### src/rtl/core/ray_sphere_intersect_assert.svh
// assertion macros for the ray sphere block
`ifndef RAY_SPHERE_INTERSECT_ASSERT_SVH
`define RAY_SPHERE_INTERSECT_ASSERT_SVH

// antecedent implies consequent on the same edge
`define RSI_ASSERT_IMPL(label, ante, cons, msg) \
	label: assert property (@(posedge clk) disable iff (!arst_n) (ante) |-> (cons)) \
		else $error(msg);

// condition never holds
`define RSI_ASSERT_NEVER(label, cond, msg) \
	label: assert property (@(posedge clk) disable iff (!arst_n) !(cond)) \
		else $error(msg);

`endif

### src/rtl/core/rsi_pkg.sv
`default_nettype none
package rsi_pkg;

	localparam int COORD_WIDTH = 32;
	localparam int CW = (COORD_WIDTH < 16) ? 16 : ((COORD_WIDTH > 32) ? 32 : COORD_WIDTH);
	localparam longint COORD_MAX = (64'sd1 <<< (CW - 1)) - 64'sd1;
	localparam longint COORD_MIN = -(64'sd1 <<< (CW - 1));

	localparam logic signed [31:0] Q30_ONE = 32'sh4000_0000;
	localparam logic signed [31:0] Q30_NEG = 32'shC000_0000;
	localparam logic [30:0] DIST_MAX = 31'h7FFF_FFFF;

	// square root: 72 bit radicand, one root bit per stage
	localparam int SQ_RAD_W = 72;
	localparam int SQ_STEPS = 36;
	localparam int SQ_REM_W = 38;
	// divider: 63 bit numerator, 34 bit divisor, 31 quotient bits
	localparam int DIV_NUM_W = 63;
	localparam int DIV_DEN_W = 34;
	localparam int DIV_STEPS = 31;

	// valid shift line up to the result register
	localparam int PIPE_LAT = 5 + SQ_STEPS + 7 + SQ_STEPS + DIV_STEPS;

	typedef enum logic [1:0] {
		REG_CENTER_X = 2'd0,
		REG_CENTER_Y = 2'd1,
		REG_CENTER_Z = 2'd2,
		REG_RADIUS   = 2'd3
	} reg_idx_t;

	typedef struct packed {
		logic signed [31:0] origin_x;
		logic signed [31:0] origin_y;
		logic signed [31:0] origin_z;
		logic signed [31:0] dir_x;
		logic signed [31:0] dir_y;
		logic signed [31:0] dir_z;
	} ray_t;

	typedef struct packed {
		logic               hit;
		logic        [30:0] hit_distance;
		logic signed [31:0] hit_x;
		logic signed [31:0] hit_y;
		logic signed [31:0] hit_z;
		logic signed [31:0] normal_x;
		logic signed [31:0] normal_y;
		logic signed [31:0] normal_z;
		logic signed [31:0] toward_x;
		logic signed [31:0] toward_y;
		logic signed [31:0] toward_z;
	} result_t;

endpackage
`default_nettype wire

### src/rtl/core/rsi_div.sv
`default_nettype none
module rsi_div import rsi_pkg::*; (
	input  wire logic                 clk,
	input  wire logic [DIV_NUM_W-1:0] num,
	input  wire logic [DIV_DEN_W-1:0] den,
	output logic      [DIV_STEPS-1:0] quo
);

	// quotient fits in DIV_STEPS bits, so the top numerator bits start below den
	logic [DIV_DEN_W:0]   rem_s [DIV_STEPS];
	logic [DIV_STEPS-1:0] quo_s [DIV_STEPS];
	logic [DIV_STEPS-1:0] low_s [DIV_STEPS];
	logic [DIV_DEN_W-1:0] den_s [DIV_STEPS];

	logic [DIV_DEN_W:0]   rem_nx [DIV_STEPS];
	logic [DIV_STEPS-1:0] quo_nx [DIV_STEPS];
	logic [DIV_STEPS-1:0] low_nx [DIV_STEPS];
	logic [DIV_DEN_W-1:0] den_nx [DIV_STEPS];

	always_comb begin
		logic [DIV_DEN_W:0]   pr_rem;
		logic [DIV_STEPS-1:0] pr_quo;
		logic [DIV_STEPS-1:0] pr_low;
		logic [DIV_DEN_W-1:0] pr_den;
		logic [DIV_DEN_W:0]   rem_sh;
		for (int k = 0; k < DIV_STEPS; k++) begin
			if (k == 0) begin
				pr_rem = (DIV_DEN_W + 1)'(num[DIV_NUM_W-1:DIV_STEPS]);
				pr_quo = '0;
				pr_low = num[DIV_STEPS-1:0];
				pr_den = den;
			end else begin
				pr_rem = rem_s[k-1];
				pr_quo = quo_s[k-1];
				pr_low = low_s[k-1];
				pr_den = den_s[k-1];
			end
			rem_sh = {pr_rem[DIV_DEN_W-1:0], pr_low[DIV_STEPS-1]};
			if (rem_sh >= {1'b0, pr_den}) begin
				rem_nx[k] = rem_sh - {1'b0, pr_den};
				quo_nx[k] = {pr_quo[DIV_STEPS-2:0], 1'b1};
			end else begin
				rem_nx[k] = rem_sh;
				quo_nx[k] = {pr_quo[DIV_STEPS-2:0], 1'b0};
			end
			low_nx[k] = {pr_low[DIV_STEPS-2:0], 1'b0};
			den_nx[k] = pr_den;
		end
	end

	always_ff @(posedge clk) begin
		for (int k = 0; k < DIV_STEPS; k++) begin
			rem_s[k] <= rem_nx[k];
			quo_s[k] <= quo_nx[k];
			low_s[k] <= low_nx[k];
			den_s[k] <= den_nx[k];
		end
	end

	assign quo = quo_s[DIV_STEPS-1];

endmodule
`default_nettype wire

### config.mk
export PLATFORM = sky130hd
export DESIGN_NAME = rsi_div
export DESIGN_NICKNAME = d
export VERILOG_FILES = /design/src/rtl/core/ray_sphere_intersect_assert.svh /design/src/rtl/core/rsi_pkg.sv /design/src/rtl/core/rsi_div.sv
export SDC_FILE = /design/constraint.sdc
export NUM_CORES = 2
export LEC_CHECK = 0
export BUFFER_PORTS_ARGS = -buffer_cell sky130_fd_sc_hd__buf_2
export CELL_PAD_IN_SITES_DETAIL_PLACEMENT = 1
export CELL_PAD_IN_SITES_GLOBAL_PLACEMENT = 1
export CORE_ASPECT_RATIO = 0.75
export CORE_MARGIN = 2
export CORE_UTILIZATION = 45
export DETAILED_ROUTE_END_ITERATION = 10
export HOLD_SLACK_MARGIN = 0.02
export PLACE_DENSITY_LB_ADDON = 0.2
export SLEW_MARGIN = 20
export SYNTH_ARGS = -nofsm -noshare
export SYNTH_HDL_FRONTEND = slang
export SYNTH_SLANG_ARGS = --single-unit
### constraint.sdc
create_clock -name clk -period 3.45 [get_ports clk]
set_input_delay 0.345 -clock clk [delete_from_list [all_inputs] [get_ports clk]]
set_output_delay 0.345 -clock clk [all_outputs]
set_load 0.02 [all_outputs]
Word-level counts from Yosys, hierarchy flattened. Memory sizes are Yosys's and may differ from the RTL's. Cells that the tools add are included.

RAM bits: 4030. Bits in registers: 0. Bits of input ports: 98. Logic and storage cells: 128. Output and inout bits: 31. Memories kept: 4.

Add/subtract/negate cells: 31. Order comparisons: 31. Muxes and demuxes: 62.

Memories: rem_s (depth 31, bits a word 35, read ports 30, clocked after Yosys merged registers in 0, wr ports 31, RTL line rsi_div.sv:10) `logic [DIV_DEN_W:0] rem_s [DIV_STEPS];`; den_s (depth 31, bits a word 34, read ports 30, clocked after Yosys merged registers in 0, wr ports 31, RTL line rsi_div.sv:13) `logic [DIV_DEN_W-1:0] den_s [DIV_STEPS];`; quo_s (depth 31, bits a word 31, read ports 31, clocked after Yosys merged registers in 0, wr ports 31, RTL line rsi_div.sv:11) `logic [DIV_STEPS-1:0] quo_s [DIV_STEPS];`; low_s (depth 31, bits a word 30, read ports 30, clocked after Yosys merged registers in 0, wr ports 31, RTL line rsi_div.sv:12) `logic [DIV_STEPS-1:0] low_s [DIV_STEPS];`.

Operator list (count): $mux W35 (31); $ge A35 B34 Y1 (30); $sub A35 B34 Y35 (30); $sub A33 B34 Y35 (1); $ge A33 B34 Y1 (1); $mux W1 (31).

Longest topological paths before layout. An unclocked memory read counts as a cell.

Depth in word-level cells: 3. Mapped depth: 17. Depth with buffers taken out: 15.

Worst setup path before layout. Ideal clock, no wire load.

Path kind: register to register. Start point: mem low_s[1][119] (netlist bit). End point: mem rem_s[1][170] (netlist bit). Data arrival time: 3231 ps. Buffers on the path: 0. Setup time: 124 ps. Cell stages (with the launch flop): 16. Required time: 3326 ps. Clock period less this slack: 3355 ps. Setup slack: 95 ps. Cells stage by stage: dfxtp_1 inv_1 ha_1 inv_1 fa_1 a21o_1 a21oi_2 o221ai_2 a221oi_1 o21ai_0 o31ai_1 nand2b_1 a31o_2 or3_1 and4b_1 a2111o_1.

RTL lines (RTL line): start: declaration (rsi_div.sv:12); end: declaration (rsi_div.sv:10).

==> flow_metrics.py <==
metrics = {
    "synthesis": {
        "ys_dominant_reg_cell": "sky130_fd_sc_hd__dfxtp_1",
        "synth_fp_nets": 14600,
        "synth_warnings": 0,
        "netlist-cell-type-count": 99,
        "synth_seq_cells": 3001,
        "summed_instance_area_of_the_synthesized_netlist_sq_um": 127000,
        "synth-seq-area-share": 0.473,
        "postSynth.asyncResetShare": 0,
        "ys_top_cells_by_count": "sky130_fd_sc_hd__dfxtp_1, sky130_fd_sc_hd__inv_1, sky130_fd_sc_hd__a21oi_1",
        "synth.most_common_cell": "sky130_fd_sc_hd__dfxtp_1",
        "synth-edff-count": 0,
        "syn_inst": 13400,
        "leading_cell_types_by_total_area_after_synthesis": "sky130_fd_sc_hd__dfxtp_1, sky130_fd_sc_hd__ha_1, sky130_fd_sc_hd__a21oi_1, sky130_fd_sc_hd__inv_1, sky130_fd_sc_hd__o21ai_0",
        "synth.top_cell.area_share": 0.473,
        "synth_top_cell_by_area": "sky130_fd_sc_hd__dfxtp_1",
        "avgSynthCellArea_sq_um": 9.49,
    },
    "sta": {
        "timing_hold_violations_final": 0,
        "postLayoutSetupSlackWorst_ns": -0.183,
        "final.period_utilization": 1.05,
        "final-max-slew-violation-count": 0,
        "post-route-min-period_ns": 3.63,
        "fin_skew_ns": 0.0701,
        "grt_setup_unrepaired": "yes",
        "fmax_mhz": 275,
        "timing.max_slew.rel_slack": 0.556,
        "setup_viol": 82,
        "transition_time_of_the_tightest_slew_check_pin_ns": 0.665,
    },
    "placed_design": {
        "place.port_buffers": 128,
        "placed_area_sq_um": 140000,
        "dp_hpwl_um": 305000,
        "place_congestion": 0.916,
        "post-place-ws_ns": -0.501,
    },
    "worst_setup_path": {
        "required_ns": 4.17,
        "critPathMaxStageDelay_ns": 0.63,
        "cp_data_arrival_time_ns": 4.35,
        "cp_cell_sequence": "inv_2 -> ha_4 -> nor2b_1 -> o21bai_1 -> nand4b_1 -> a2111oi_4 -> o311ai_4 -> o211ai_1 -> o31ai_1 -> a21oi_1 -> o31a_2 -> buf_12 -> buf_4 -> mux2_4",
        "timing_worst_setup_path_type": "reg -> reg",
        "timing.critical_path.slowest_stage_cell": "sky130_fd_sc_hd__a2111oi_4",
        "crit_path_start_kind": "register",
        "end_kind": "register",
        "cp_max_fo": 9,
    },
    "global_route": {
        "first_global_vias": 105000,
        "grt-ovfl-total": 0,
        "grt_max_degree": 49,
        "grt_first_pass_wirelength_um": 609000,
        "initial_antenna_violation_count": 31,
        "grtUsageTotal": 0.269,
    },
    "layout": {
        "area_growth_pct": 24.0,
        "drive_above_1_share": 0.196,
        "final_layout_fill_cell_count": 31000,
        "final_nets": 16100,
        "finish.instance_area_sq_um": 157000,
    },
    "detailed_routing": {
        "routed-via-count": 101000,
        "detail_route.vias_per_cell": 5.36,
        "drc": 0,
        "routed_wire_length_per_instance_um": 21.6,
        "drt_first_iter_violations": 6045,
        "drt_wl_total_um": 408000,
        "drt.antenna.violating_nets": 0,
        "dr.pass1.iters": 6,
    },
    "clocking": {
        "htreeDepth": 5,
        "cts-root-buf": "sky130_fd_sc_hd__clkbuf_16",
        "numCtsBuffers": 299,
        "clk_transition_reported_paths_ns": 0.07,
        "cts_tree": "done",
        "clkLatencyLatePin_ns": 0.89,
        "cts_num_sinks": 3001,
        "cts_buffer_depth": 4,
    },
    "die": {
        "top_level_ports": 129,
        "initial_utilization": 0.453,
        "fp.dieW_um": 617,
        "placementRows": 168,
        "floorplan_die_area_sq_um": 286000,
        "die_height_um": 464,
        "design.core.area_sq_um": 280000,
    },
    "power": {
        "peakVddDrop_mv": 0.601,
        "power.density_nw_per_um2": 1150,
        "total_power_mw": 181,
        "leakage_component_of_the_power_nw": 72.8,
    },
    "hold_path": {
        "min_path_type": "in -> reg",
    },
    "run_status": {
        "outcome": "finished with violations",
        "violations": "setup timing",
    },
    "run": {
        "drv.max_cap_violation_count": 0,
    },
}
## what timing repair did
item                       CTS  global route
setup endpoints to repair  518           846
hold buffers                97             0
cloned                      12            20
hold endpoints to repair    98             0
pin swaps                  124           302
setup buffers               91           119
gates resized for setup    322           685
## logic make-up (layout without fill, tap and decap cells)
group | Yosys count | after routing | synth area share
other | 0 | 9 | 0
XOR/XNOR | 878 | 878 | 0.0606
AND/OR/NAND/NOR | 2894 | 2894 | 0.107
multiplexers | 280 | 280 | 0.0254
adder cells (fa/ha/maj) | 1083 | 1083 | 0.109
flip-flops | 3001 | 3001 | 0.473
AO/OA/AOI/OAI | 3584 | 3584 | 0.175
buffers and inverters | 1654 | 3395 | 0.0498
## cells in the final DEF (no fill, tap or decap), types with 60 or more instances in the layout
cell type | synthesis | routed
sky130_fd_sc_hd__a21o_1 | 549 | 549
sky130_fd_sc_hd__a21oi_1 | 1092 | 973
sky130_fd_sc_hd__a21oi_2 | 3 | 99
sky130_fd_sc_hd__a31oi_1 | 95 | 75
sky130_fd_sc_hd__and3_1 | 91 | 89
sky130_fd_sc_hd__buf_2 | 66 | 128
sky130_fd_sc_hd__buf_4 | 3 | 1193
sky130_fd_sc_hd__clkbuf_16 | 0 | 325
sky130_fd_sc_hd__dfxtp_1 | 3001 | 2917
sky130_fd_sc_hd__dfxtp_2 | 0 | 81
sky130_fd_sc_hd__dlygate4sd3_1 | 0 | 97
sky130_fd_sc_hd__ha_1 | 1053 | 986
sky130_fd_sc_hd__inv_1 | 1314 | 1276
sky130_fd_sc_hd__mux2_2 | 230 | 203
sky130_fd_sc_hd__nand2_1 | 1020 | 1003
sky130_fd_sc_hd__nand2b_1 | 148 | 145
sky130_fd_sc_hd__nand3_1 | 226 | 216
sky130_fd_sc_hd__nand4_1 | 174 | 174
sky130_fd_sc_hd__nor2_1 | 710 | 677
sky130_fd_sc_hd__nor2b_1 | 156 | 145
sky130_fd_sc_hd__nor3_1 | 105 | 100
sky130_fd_sc_hd__o21a_1 | 115 | 114
sky130_fd_sc_hd__o21ai_0 | 974 | 848
sky130_fd_sc_hd__o21ai_1 | 18 | 84
sky130_fd_sc_hd__o21bai_1 | 148 | 141
sky130_fd_sc_hd__o31ai_1 | 87 | 60
sky130_fd_sc_hd__xnor2_1 | 541 | 538
sky130_fd_sc_hd__xor2_1 | 337 | 336
## final cells by class
cell class	instances	area (sq um)	share of cell area
clock buffer	391	8380	0.0532
antenna	9	22.5	0.000143
multi-input combinational	8719	64300	0.408
timing repair buffer	1547	13000	0.0824
inverter	1316	4940	0.0314
sequential	3001	60200	0.382
tap	3740	4680	0.0297
clock inverter	141	1930	0.0122
## critical path, delay by kind of cell, from the launching register on
kind / cells / cell delay [ns]
compound gates: 7 / 1.79
simple gates: 2 / 0.42
buf+inv: 3 / 0.38
flops: 1 / 0.37
mux: 1 / 0.29
fa+ha+maj: 1 / 0.24
## stage by stage
step | util | hold slack (ns) | setup TNS [ns] | instances
3_5_place_dp | 0.500 | 0.313 | -56.40 | 18000
4_1_cts | 0.548 | 0.0268 | -2.88 | 18700
2_1_floorplan | - | 0.310 | 0 | 13400
5_1_grt | 0.562 | 0.0495 | -18.35 | 18900
6_report | 0.562 | 0.110 | -6.14 | 18900
3_3_place_gp | 0.500 | 0.310 | -26.89 | 18000
## path summary, 6_finish.rpt
check | from | end | slack (ns) | cells past startpoint
worst max-delay path | den_s[1][205] | rem_s[1][246] | -0.18 | 14
worst min-delay path | num[2] | low_s[0][2] | 0.11 | 2
worst max register to register | den_s[1][205] | rem_s[1][246] | -0.18 | 14
worst min register to register | den_s[0][141] | den_s[0][175] | 0.31 | 0
## metal layers
layer,share of wire,vias up,track usage
met5,0.00012,-,0
met4,0.026,8,0.0716
met3,0.047,568,0.0393
met2,0.45,1932,0.435
met1,0.47,49500,0.374
li1,-,49100,-
## sequential cells by signal (all words and copies together) (netlist names)
register	cells
rem_s	1020
quo_s	496
low_s	465
den_s	1020
## power by group
group	internal [mW]	leakage, nW	switching, mW	total, mW
clock network	19.9	5.01	14.2	34.2
registers	45.3	25.3	7.07	52.4
logic	43.4	42.5	51.1	94.4
Power figures use the tool's default switching activity.
